$ cat config.mk
export PLATFORM = sky130hd
export DESIGN_NAME = button_click_hold_decoder_top
export DESIGN_NICKNAME = d
export VERILOG_FILES = /design/src/bchd_pkg.sv /design/src/button_click_hold_decoder_top.sv
export SDC_FILE = /design/constraint.sdc
export NUM_CORES = 1
export LEC_CHECK = 0
export ABC_AREA = 1
export CORE_UTILIZATION = 54
export DETAILED_ROUTE_END_ITERATION = 8
export DONT_BUFFER_PORTS = 1
export GPL_TIMING_DRIVEN = 0
export HOLD_SLACK_MARGIN = 0.02
export PLACE_DENSITY = 0.8
export SETUP_SLACK_MARGIN = 0.3
export SLEW_MARGIN = 10
export SYNTH_ARGS = -nofsm -noshare
export SYNTH_HDL_FRONTEND = slang
export SYNTH_SLANG_ARGS = --single-unit
$ cat constraint.sdc
create_clock -name clk -period 5 [get_ports clk]
set_input_delay 1.5 -clock clk [delete_from_list [all_inputs] [get_ports clk]]
set_output_delay 1.5 -clock clk [all_outputs]
set_load 0.02 [all_outputs]
$ cat src/bchd_pkg.sv
// Package for the button click and hold decoder.
// Holds the shared constants, the register indexes, the result record and the tick-timer helper.
// Depends on nothing.
package bchd_pkg;

    localparam int DEBOUNCE_SAMPLES_DEF = 8;
    localparam int MAX_CLICKS_DEF       = 8;

    // Timer layout: the top bit marks a running timer and the low seven bits count ticks.
    localparam logic [7:0]  RUN_BIT  = 8'h80;
    localparam logic [6:0]  CNT_MASK = 7'h7F;
    localparam logic [15:0] DB_SEED  = 16'h00AA;

    localparam int CFG_W  = 7;
    localparam int DATA_W = 32;
    localparam int ADDR_W = 4;

    // Register indexes, taken from paddr[3:2].
    localparam logic [1:0] REG_LONG_PRESS     = 2'd0;
    localparam logic [1:0] REG_TACTICAL_PRESS = 2'd1;
    localparam logic [1:0] REG_CLICK_WINDOW   = 2'd2;

    localparam logic [6:0] LONG_PRESS_RST     = 7'd5;
    localparam logic [6:0] TACTICAL_PRESS_RST = 7'd2;
    localparam logic [6:0] CLICK_WINDOW_RST   = 7'd4;

    typedef struct packed {
        logic       event_pending;
        logic [3:0] click_count;
        logic       long_press_event;
        logic [3:0] click_hold_count;
        logic       hold_active;
        logic       key_down;
    } result_t;

    // Advances a running timer by one tick, saturating at the limit.
    function automatic logic [7:0] tick_timer(input logic [7:0] t, input logic [6:0] limit);
        logic [6:0] c;
        begin
            c = t[6:0];
            if (!t[7])
            begin
                tick_timer = t;
            end
            else
            begin
                if (c < limit)
                begin
                    c = c + 7'd1;
                end
                tick_timer = RUN_BIT | {1'b0, c & CNT_MASK};
            end
        end
    endfunction

endpackage

$ cat src/button_click_hold_decoder_top.sv
// Top level of the button click and hold decoder.
// Holds the decode logic, the configuration registers and the output buffering.
// Depends on bchd_pkg.
//
//  Channel  | Handshake            | Payload
//  ---------+----------------------+------------------------------------------------------
//  input    | in_valid / in_stall  | raw_level, timer_tick, tactical_mode, ack_long,
//           |                      | ack_short
//  output   | out_valid / out_stall| event_pending, click_count, long_press_event,
//           |                      | click_hold_count, hold_active, key_down
//  config   | APB write, pready=1  | long_press_ticks, tactical_long_press_ticks,
//           |                      | click_window_ticks at byte addresses 0, 4 and 8
//
// One request is taken per cycle while in_stall is low, and its result is registered.
// The decoder state is updated in a single pass of logic at the edge that accepts the request.
// Reset clears the state to the released, armed condition and loads the register defaults.
// A stalled result is held in the output register and a second result goes into a skid
// register, so the input stalls only once both are full.
module button_click_hold_decoder_top #(
    parameter int DEBOUNCE_SAMPLES = bchd_pkg::DEBOUNCE_SAMPLES_DEF,
    parameter int MAX_CLICKS       = bchd_pkg::MAX_CLICKS_DEF
) (
    input  logic                        clk,
    input  logic                        rst_n,
    input  logic                        in_valid,
    output logic                        in_stall,
    input  logic                        raw_level,
    input  logic                        timer_tick,
    input  logic                        tactical_mode,
    input  logic                        ack_long,
    input  logic                        ack_short,
    output logic                        out_valid,
    input  logic                        out_stall,
    output logic                        event_pending,
    output logic [3:0]                  click_count,
    output logic                        long_press_event,
    output logic [3:0]                  click_hold_count,
    output logic                        hold_active,
    output logic                        key_down,
    input  logic                        psel,
    input  logic                        penable,
    input  logic                        pwrite,
    input  logic [bchd_pkg::ADDR_W-1:0] paddr,
    input  logic [bchd_pkg::DATA_W-1:0] pwdata,
    output logic [bchd_pkg::DATA_W-1:0] prdata,
    output logic                        pready
);

    localparam int DB_W = DEBOUNCE_SAMPLES;
    // Hold status holds k+1 for k clicks, so it needs room for MAX_CLICKS+1.
    localparam int HS_W = $clog2(MAX_CLICKS + 2);

    // Configuration registers.
    logic [6:0] long_press_reg;
    logic [6:0] tactical_press_reg;
    logic [6:0] click_window_reg;

    // Decoder state.
    logic [7:0]      press_timer_reg,  press_timer_next;
    logic [7:0]      window_timer_reg, window_timer_next;
    logic [DB_W-1:0] debounce_reg,     debounce_next;
    logic            armed_reg,        armed_next;
    logic            expect_rel_reg,   expect_rel_next;
    logic            pressed_reg,      pressed_next;
    logic [3:0]      short_count_reg,  short_count_next;
    logic            short_event_reg,  short_event_next;
    logic            hold_det_reg,     hold_det_next;
    logic [HS_W-1:0] hold_status_reg,  hold_status_next;

    // Output buffering.
    bchd_pkg::result_t out_data_reg, skid_data_reg, result_new;
    logic              out_valid_reg, skid_valid_reg;

    logic       accept;
    logic       out_take;
    logic       cfg_write;
    logic [1:0] cfg_index;
    logic [6:0] limit;
    logic       fire;

    assign pready    = 1'b1;
    assign cfg_write = psel & penable & pwrite;
    assign cfg_index = paddr[3:2];

    // The registers are to be written only while the decoder is idle; the block does not enforce it.
    always_ff @(posedge clk or negedge rst_n)
    begin
        if (!rst_n)
        begin
            long_press_reg     <= bchd_pkg::LONG_PRESS_RST;
            tactical_press_reg <= bchd_pkg::TACTICAL_PRESS_RST;
            click_window_reg   <= bchd_pkg::CLICK_WINDOW_RST;
        end
        else if (cfg_write)
        begin
            unique case (cfg_index)
                bchd_pkg::REG_LONG_PRESS:     long_press_reg     <= pwdata[6:0];
                bchd_pkg::REG_TACTICAL_PRESS: tactical_press_reg <= pwdata[6:0];
                bchd_pkg::REG_CLICK_WINDOW:   click_window_reg   <= pwdata[6:0];
                default:                      ;
            endcase
        end
    end

    always_comb
    begin
        unique case (cfg_index)
            bchd_pkg::REG_LONG_PRESS:     prdata = {25'd0, long_press_reg};
            bchd_pkg::REG_TACTICAL_PRESS: prdata = {25'd0, tactical_press_reg};
            bchd_pkg::REG_CLICK_WINDOW:   prdata = {25'd0, click_window_reg};
            default:                      prdata = '0;
        endcase
    end

    assign in_stall = skid_valid_reg;
    assign accept   = in_valid & ~skid_valid_reg;
    assign out_take = out_valid_reg & ~out_stall;
    assign limit    = tactical_mode ? tactical_press_reg : long_press_reg;
    assign fire     = armed_reg & (expect_rel_reg ? raw_level : ~raw_level);

    // Next state for one sample, in the order: acknowledges, edge detector, tick,
    // debounce, then the hold and click window decisions.
    always_comb
    begin
        press_timer_next  = press_timer_reg;
        window_timer_next = window_timer_reg;
        debounce_next     = debounce_reg;
        armed_next        = armed_reg;
        expect_rel_next   = expect_rel_reg;
        pressed_next      = pressed_reg;
        short_count_next  = short_count_reg;
        short_event_next  = short_event_reg;
        hold_det_next     = hold_det_reg;
        hold_status_next  = hold_status_reg;

        if (ack_long && hold_status_next == HS_W'(1))
        begin
            hold_status_next = '0;
        end
        if (ack_short && short_event_next && short_count_next != 4'd0)
        begin
            short_event_next = 1'b0;
            short_count_next = 4'd0;
        end

        if (fire)
        begin
            if (expect_rel_reg)
            begin
                // Release: a hold in progress or pending is cleared, otherwise a short
                // press adds a click and restarts the window.
                pressed_next     = 1'b0;
                press_timer_next = 8'd0;
                if (hold_det_next || hold_status_next != '0)
                begin
                    hold_status_next = '0;
                    hold_det_next    = 1'b0;
                end
                else if (press_timer_reg[6:0] < long_press_reg)
                begin
                    if (short_count_next < 4'(MAX_CLICKS))
                    begin
                        short_count_next = short_count_next + 4'd1;
                    end
                    window_timer_next = bchd_pkg::RUN_BIT;
                end
            end
            else
            begin
                pressed_next = 1'b1;
                if (window_timer_next[7])
                begin
                    window_timer_next = bchd_pkg::RUN_BIT;
                end
                if (!press_timer_next[7])
                begin
                    press_timer_next = bchd_pkg::RUN_BIT;
                end
            end
            armed_next    = 1'b0;
            debounce_next = DB_W'(bchd_pkg::DB_SEED);
        end

        if (timer_tick)
        begin
            press_timer_next  = bchd_pkg::tick_timer(press_timer_next, limit);
            window_timer_next = bchd_pkg::tick_timer(window_timer_next, click_window_reg);
        end

        if (!armed_next)
        begin
            debounce_next = {debounce_next[DB_W-2:0], raw_level};
            if (debounce_next == '1 || debounce_next == '0)
            begin
                pressed_next    = ~debounce_next[0];
                expect_rel_next = ~debounce_next[0];
                armed_next      = 1'b1;
            end
        end

        if (pressed_next && window_timer_next[7])
        begin
            window_timer_next = bchd_pkg::RUN_BIT;
        end

        if (pressed_next && press_timer_next == {1'b1, limit})
        begin
            if (short_count_next != 4'd0)
            begin
                window_timer_next = 8'd0;
                short_event_next  = 1'b0;
                hold_det_next     = 1'b0;
                hold_status_next  = HS_W'({1'b0, short_count_next} + 5'd1);
                short_count_next  = 4'd0;
            end
            else
            begin
                short_count_next = 4'd0;
                hold_status_next = HS_W'(1);
                hold_det_next    = 1'b1;
            end
            press_timer_next = 8'd0;
        end

        if (!pressed_next && window_timer_next == {1'b1, click_window_reg})
        begin
            window_timer_next = 8'd0;
            if (!hold_det_next)
            begin
                short_event_next = 1'b1;
            end
            else
            begin
                hold_det_next = 1'b0;
            end
        end
    end

    always_comb
    begin
        result_new.event_pending    = (hold_status_next != '0) | short_event_next;
        result_new.click_count      = (hold_status_next != '0 || !short_event_next) ?
                                      4'd0 : short_count_next;
        result_new.long_press_event = (hold_status_next == HS_W'(1));
        result_new.click_hold_count = (hold_status_next > HS_W'(1)) ?
                                      4'(hold_status_next - HS_W'(1)) : 4'd0;
        result_new.hold_active      = hold_det_next;
        result_new.key_down         = pressed_next;
    end

    always_ff @(posedge clk or negedge rst_n)
    begin
        if (!rst_n)
        begin
            press_timer_reg  <= 8'd0;
            window_timer_reg <= 8'd0;
            debounce_reg     <= '1;
            armed_reg        <= 1'b1;
            expect_rel_reg   <= 1'b0;
            pressed_reg      <= 1'b0;
            short_count_reg  <= 4'd0;
            short_event_reg  <= 1'b0;
            hold_det_reg     <= 1'b0;
            hold_status_reg  <= '0;
        end
        else if (accept)
        begin
            press_timer_reg  <= press_timer_next;
            window_timer_reg <= window_timer_next;
            debounce_reg     <= debounce_next;
            armed_reg        <= armed_next;
            expect_rel_reg   <= expect_rel_next;
            pressed_reg      <= pressed_next;
            short_count_reg  <= short_count_next;
            short_event_reg  <= short_event_next;
            hold_det_reg     <= hold_det_next;
            hold_status_reg  <= hold_status_next;
        end
    end

    // Valid flags of the output register and the skid register.
    always_ff @(posedge clk or negedge rst_n)
    begin
        if (!rst_n)
        begin
            out_valid_reg  <= 1'b0;
            skid_valid_reg <= 1'b0;
        end
        else if (!out_valid_reg || out_take)
        begin
            out_valid_reg  <= skid_valid_reg | accept;
            skid_valid_reg <= 1'b0;
        end
        else if (accept)
        begin
            skid_valid_reg <= 1'b1;
        end
    end

    always_ff @(posedge clk)
    begin
        if (!out_valid_reg || out_take)
        begin
            if (skid_valid_reg)
            begin
                out_data_reg <= skid_data_reg;
            end
            else if (accept)
            begin
                out_data_reg <= result_new;
            end
        end
        else if (accept)
        begin
            skid_data_reg <= result_new;
        end
    end

    assign out_valid        = out_valid_reg;
    assign event_pending    = out_data_reg.event_pending;
    assign click_count      = out_data_reg.click_count;
    assign long_press_event = out_data_reg.long_press_event;
    assign click_hold_count = out_data_reg.click_hold_count;
    assign hold_active      = out_data_reg.hold_active;
    assign key_down         = out_data_reg.key_down;

endmodule
**Word-level counts from Yosys, hierarchy flattened**

Cells that the tools add are included.

- Register bits after elaboration: 83
- Input bits: 48
- Word-level logic and storage cells: 144

- $add $sub $neg: 5
- $lt $le $gt $ge: 5
- Equality and inequality tests: 7
- Multiplexer cells: 61
- Bitwise logic cells: 12
- Reductions and logical operators: 27

Operator list:

| kind | count |
|---|---|
| $mux 8 | 16 |
| $mux 4 | 15 |
| $mux 7 | 6 |
| $mux 12 | 2 |
| $lt 7x7->1 | 3 |
| $mux 1 | 21 |
| $pmux 7 s3 | 1 |
| $eq 8x8->1 | 2 |
| $reduce_bool 4->1 | 4 |
| $add 7x1->7 const B | 2 |
| $reduce_and 2->1 | 5 |
| $add 4x1->4 const B | 2 |
| $eq 4x1->1 const B | 2 |
| $eq 8x8->1 const B | 1 |
| $logic_not 8->1 | 1 |
| $logic_and 1x1->1 | 6 |
| $and 1x1->1 | 5 |
| $not 1->1 | 5 |
| $gt 4x1->1 const B | 1 |
| $logic_or 1x1->1 | 4 |
| $lt 4x4->1 const B | 1 |
| $reduce_bool 2->1 | 2 |
| $sub 4x1->4 const B | 1 |
| $logic_not 1->1 | 3 |
| 5 further kinds | 6 |

**Longest topological paths before layout**

- Depth after elaboration: 24
- Gate-level depth with buffers: 31

**Least setup slack after synthesis**

Ideal clock, no wire load.

- Kind: input port to flip-flop
- From: input raw_level
- To: register skid_data_reg[5] (netlist bit), data pin
- Library setup time: 255 ps
- Arrival: 4,449 ps
- Required time: 4,745 ps
- Path slack: 297 ps
- Stages on the path: 28
- Buffers on the path: 1
- Path through: inv_1 > nand2_2 > nand2_2 > nand3_4 > nand2_1 > inv_1 > ha_1 > a21oi_1 > nor2_1 > nor2_1 > nand2_1 > clkinv_1 > nand3_2 > nand2_1 > nand2_1 > nand2_1 > nand3_1 > clkinv_1 > nand2_1 > nor2_4 > nand3_4 > buf_6 > o21ai_2 > ha_1 > inv_1 > nor2_8 > nor2_2 > and2_1

RTL lines:

| item | line | text |
|---|---|---|
| from (decl) | button_click_hold_decoder_top.sv:27 | `input logic raw_level,` |
| to (signal assigned) | button_click_hold_decoder_top.sv:315 | `skid_data_reg <= result_new;` |
| to (decl) | button_click_hold_decoder_top.sv:71 | `bchd_pkg::result_t out_data_reg, skid_data_reg, result_new;` |

==> run_summary.xml <==
<?xml version="1.0" encoding="UTF-8"?>
<metrics>
  <group name="run_status">
    <metric name="run_status" unit="">finished clean</metric>
  </group>
  <group name="placed_design">
    <metric name="hpwl" unit="µm">10300</metric>
    <metric name="placement.io_buffers" unit="">0</metric>
    <metric name="place_congestion" unit="">0.918</metric>
    <metric name="pre_cts_ws" unit="ps">-344</metric>
  </group>
  <group name="min_path">
    <metric name="min_path_type" unit="">flop to flop</metric>
  </group>
  <group name="sta">
    <metric name="timing_hold_violations_final" unit="">0</metric>
    <metric name="slew_headroom" unit="%">28.2</metric>
    <metric name="timing.final.crit_share" unit="%">92.5</metric>
    <metric name="timing.final.max_slew_violations" unit="">0</metric>
    <metric name="minimum_hold_slack" unit="ps">493</metric>
    <metric name="rsz0062_at_grt" unit="">false</metric>
    <metric name="post-route-worst-setup-slack" unit="ps">375</metric>
    <metric name="worst-slew-pin-transition" unit="ps">1080</metric>
    <metric name="setup_viol_count_final" unit="">0</metric>
    <metric name="clock_skew" unit="ps">12.3</metric>
    <metric name="final_period_minus_worst_setup_slack" unit="ps">4620</metric>
    <metric name="clock.fmax" unit="MHz">216</metric>
  </group>
  <group name="finish">
    <metric name="regArea" unit="mm²">0.00221</metric>
    <metric name="syn_to_final_growth" unit="%">17.8</metric>
    <metric name="drive_gt1_share" unit="%">24.1</metric>
    <metric name="insertedDiodeCount" unit="">0</metric>
    <metric name="layout.nets" unit="">878</metric>
    <metric name="multi_input_comb_area" unit="mm²">0.00313</metric>
    <metric name="nFillCells" unit="">854</metric>
    <metric name="largest_reg_flops" unit="">12</metric>
  </group>
  <group name="route">
    <metric name="antenna_violating_nets_left" unit="">0</metric>
    <metric name="top_layer_used" unit="">met4</metric>
    <metric name="met2RoutedLength" unit="µm">7210</metric>
    <metric name="routed-wl-met3" unit="µm">919</metric>
    <metric name="drt-vias-per-instance" unit="">5.44</metric>
    <metric name="routedLengthMet1" unit="µm">5950</metric>
    <metric name="final_routed_wirelength_across_all_metal_layers" unit="µm">14400</metric>
    <metric name="vias" unit="">5146</metric>
    <metric name="drt_pass1_iterations" unit="">5</metric>
    <metric name="avgRoutedWirePerCell" unit="µm">15.2</metric>
    <metric name="drc_errors" unit="">0</metric>
    <metric name="drt_iter0_drc" unit="">361</metric>
  </group>
  <group name="grt">
    <metric name="first_pass_grt_wire_length" unit="µm">22500</metric>
    <metric name="grt_antenna_before_repair" unit="">0</metric>
    <metric name="grt_max_degree" unit="">60</metric>
    <metric name="grt.overflow.total" unit="">0</metric>
    <metric name="first_global_vias" unit="">4865</metric>
    <metric name="grt_usage" unit="%">25.6</metric>
  </group>
  <group name="logic_synthesis">
    <metric name="syn_area_per_cell" unit="µm²">7.64</metric>
    <metric name="postSynth.topFlopCell" unit="">dfrtp_1</metric>
    <metric name="asyncSetResetFlopFracSynth" unit="%">71.1</metric>
    <metric name="synthesis.area" unit="mm²">0.00567</metric>
    <metric name="post-synth-top-area-fraction" unit="%">20.8</metric>
    <metric name="yosys-top-cells-count" unit="">192 x nand2_1, 100 x inv_1, 61 x o21ai_0</metric>
    <metric name="yosysMostFrequentCell" unit="">nand2_1</metric>
    <metric name="synth_unique_cells" unit="">53</metric>
    <metric name="synth_seq_area_share" unit="%">39.0</metric>
    <metric name="synth.yosys.warnings" unit="">0</metric>
    <metric name="post_synthesis_cells" unit="">742</metric>
    <metric name="ys_ff_latch" unit="">83</metric>
    <metric name="synth.largest_area_cell" unit="">dfrtp_1</metric>
    <metric name="synth_top_cells_by_area" unit="">dfrtp_1 21%, edfxtp_1 13%, nand2_1 13%</metric>
    <metric name="synth_enable_flop_cells" unit="">24</metric>
  </group>
  <group name="pwr">
    <metric name="p_total" unit="mW">2.80</metric>
    <metric name="power_density" unit="mW/mm²">420</metric>
    <metric name="total_leakage_power" unit="nW">3.23</metric>
    <metric name="swShare" unit="%">44.1</metric>
    <metric name="sequentialPowerShare" unit="%">35.7</metric>
    <metric name="p_switching" unit="mW">1.23</metric>
    <metric name="comb_power_share" unit="%">46.2</metric>
    <metric name="worst_ir_drop_vdd" unit="mV">0.194</metric>
    <metric name="power.share.clock" unit="%">18.1</metric>
    <metric name="internal-power" unit="mW">1.57</metric>
  </group>
  <group name="floorplan">
    <metric name="die_height" unit="µm">104</metric>
    <metric name="placement_rows" unit="">37</metric>
    <metric name="die_width" unit="µm">104</metric>
    <metric name="dieArea" unit="mm²">0.0109</metric>
    <metric name="initial_utilization" unit="%">55.4</metric>
    <metric name="io_pins" unit="">95</metric>
    <metric name="coreArea" unit="mm²">0.0102</metric>
  </group>
  <group name="clock_tree">
    <metric name="cts_made_buffers" unit="">9</metric>
    <metric name="root_buffer" unit="">clkbuf_8</metric>
    <metric name="tritoncts_clock_tree" unit="">done</metric>
    <metric name="insertion_delay" unit="ps">360</metric>
    <metric name="htreeDepth" unit="">3</metric>
    <metric name="clkTransAtPathRegs" unit="ps">100</metric>
    <metric name="hold_fix_buffers_at_cts" unit="">0</metric>
    <metric name="max-clock-path-buffers" unit="">2</metric>
    <metric name="clock_sink_count" unit="">83</metric>
  </group>
  <group name="setup_path">
    <metric name="critical_path.startpoint_type" unit="">input pin</metric>
    <metric name="worstPathMaxFanout" unit="">10</metric>
    <metric name="critPathKind" unit="">input pin to flop</metric>
    <metric name="arrival" unit="ps">4750</metric>
    <metric name="crit_required" unit="ps">5130</metric>
    <metric name="crit_path_end_kind" unit="">flop</metric>
  </group>
  <group name="run">
    <metric name="max_cap_viol_count" unit="">0</metric>
  </group>
</metrics>
-- critical path, stage by stage --
cell      delay, ps
clkbuf_2        150
o21ai_1         390
ha_2            280
a21oi_2          60
nor2_1          110
nor2_1           70
nand2_2         120
clkinv_4        110
nand3_2         100
nand2_1          70
nand3b_1        110
nand2_1         110
nor2_1          170
nand2_2          90
nor2_4          140
nand3_4         120
buf_12          170
o21ai_4         220
ha_4            190
inv_2            60
nor2_8          160
nand3_2         110
buf_4           140
-- routing by layer --
metal,vias up,track usage (%)
li1,2500,-
met1,2408,30.4
met2,201,45.5
met3,37,5.20
met4,0,9.08
met5,-,1.43
-- final cells by class --
cell class | instances | share of cell area [%]
multi-input combinational | 526 | 46.9
clock buffer | 9 | 1.86
inverter | 117 | 6.84
sequential | 83 | 33.1
tap | 136 | 2.55
buffer | 40 | 4.01
timing repair buffer | 28 | 3.64
clock inverter | 7 | 1.09
-- kinds of logic (layout without fill, tap and decap cells) --
family | Yosys count | count (layout) | share of synthesized area [%]
AO/OA/AOI/OAI | 107 | 107 | 11.3
adder cells (fa/ha/maj) | 25 | 25 | 5.52
flip-flops | 83 | 83 | 39.0
AND/OR/NAND/NOR | 363 | 363 | 30.8
XOR/XNOR | 5 | 5 | 0.906
other | 2 | 26 | 0.133
buffers and inverters | 157 | 201 | 12.3
-- cells in the final DEF (no fill, tap or decap), types with 9 or more instances in the layout --
cell type / n
a21oi_1: 10
buf_4: 49
clkbuf_1: 10
clkbuf_8: 9
conb_1: 26
dfrtp_1: 47
dfstp_2: 12
edfxtp_1: 24
ha_1: 20
inv_1: 92
inv_2: 14
nand2_1: 176
nand2_2: 20
nand2_4: 13
nand3_1: 40
nand4_1: 26
nor2_1: 39
nor2_4: 12
o21ai_0: 54
-- stage by stage --
stage / instance area (µm²) / TNS, ps / cells / util, %
6_report: 6680 / 0 / 946 / 65.2
3_3_place_gp: 5930 / -2580 / 902 / 57.9
5_1_grt: 6680 / 0 / 946 / 65.2
3_5_place_dp: 5930 / -4010 / 902 / 57.9
4_1_cts: 6170 / 0 / 922 / 60.3
2_1_floorplan: 5760 / 0 / 766 / -
-- what timing repair did --
item,CTS,global route
gates resized for setup,9,84
setup endpoints to repair,19,37
pin swaps,1,40
cloned,0,1
setup buffers,4,23
-- power groups by stage --
stage / combinational, mW / clock [mW] / sequential (mW)
global placement: 1.03 / 0 / 0.998
global route: 1.45 / 0.535 / 1.02
floorplan: 0.865 / 0 / 0.973
finish: 1.29 / 0.507 / 1.00
detailed placement: 1.07 / 0 / 1.01
CTS: 1.09 / 0.505 / 0.993
-- worst paths after layout --
path                                            start               endpoint  slack, ps  cells past startpoint
worst max-delay path                    tactical_mode      skid_data_reg[11]        380                     23
worst min-delay path            tactical_press_reg[2]  tactical_press_reg[2]        490                      2
worst max register to register      long_press_reg[2]      skid_data_reg[10]        810                     24
worst min register to register  tactical_press_reg[2]  tactical_press_reg[2]        490                      2
max in group asynchronous                       rst_n    click_window_reg[2]       3950                      0
min in group asynchronous                       rst_n     press_timer_reg[3]        820                      0
No activity file was read; power rests on OpenSTA's default activity.
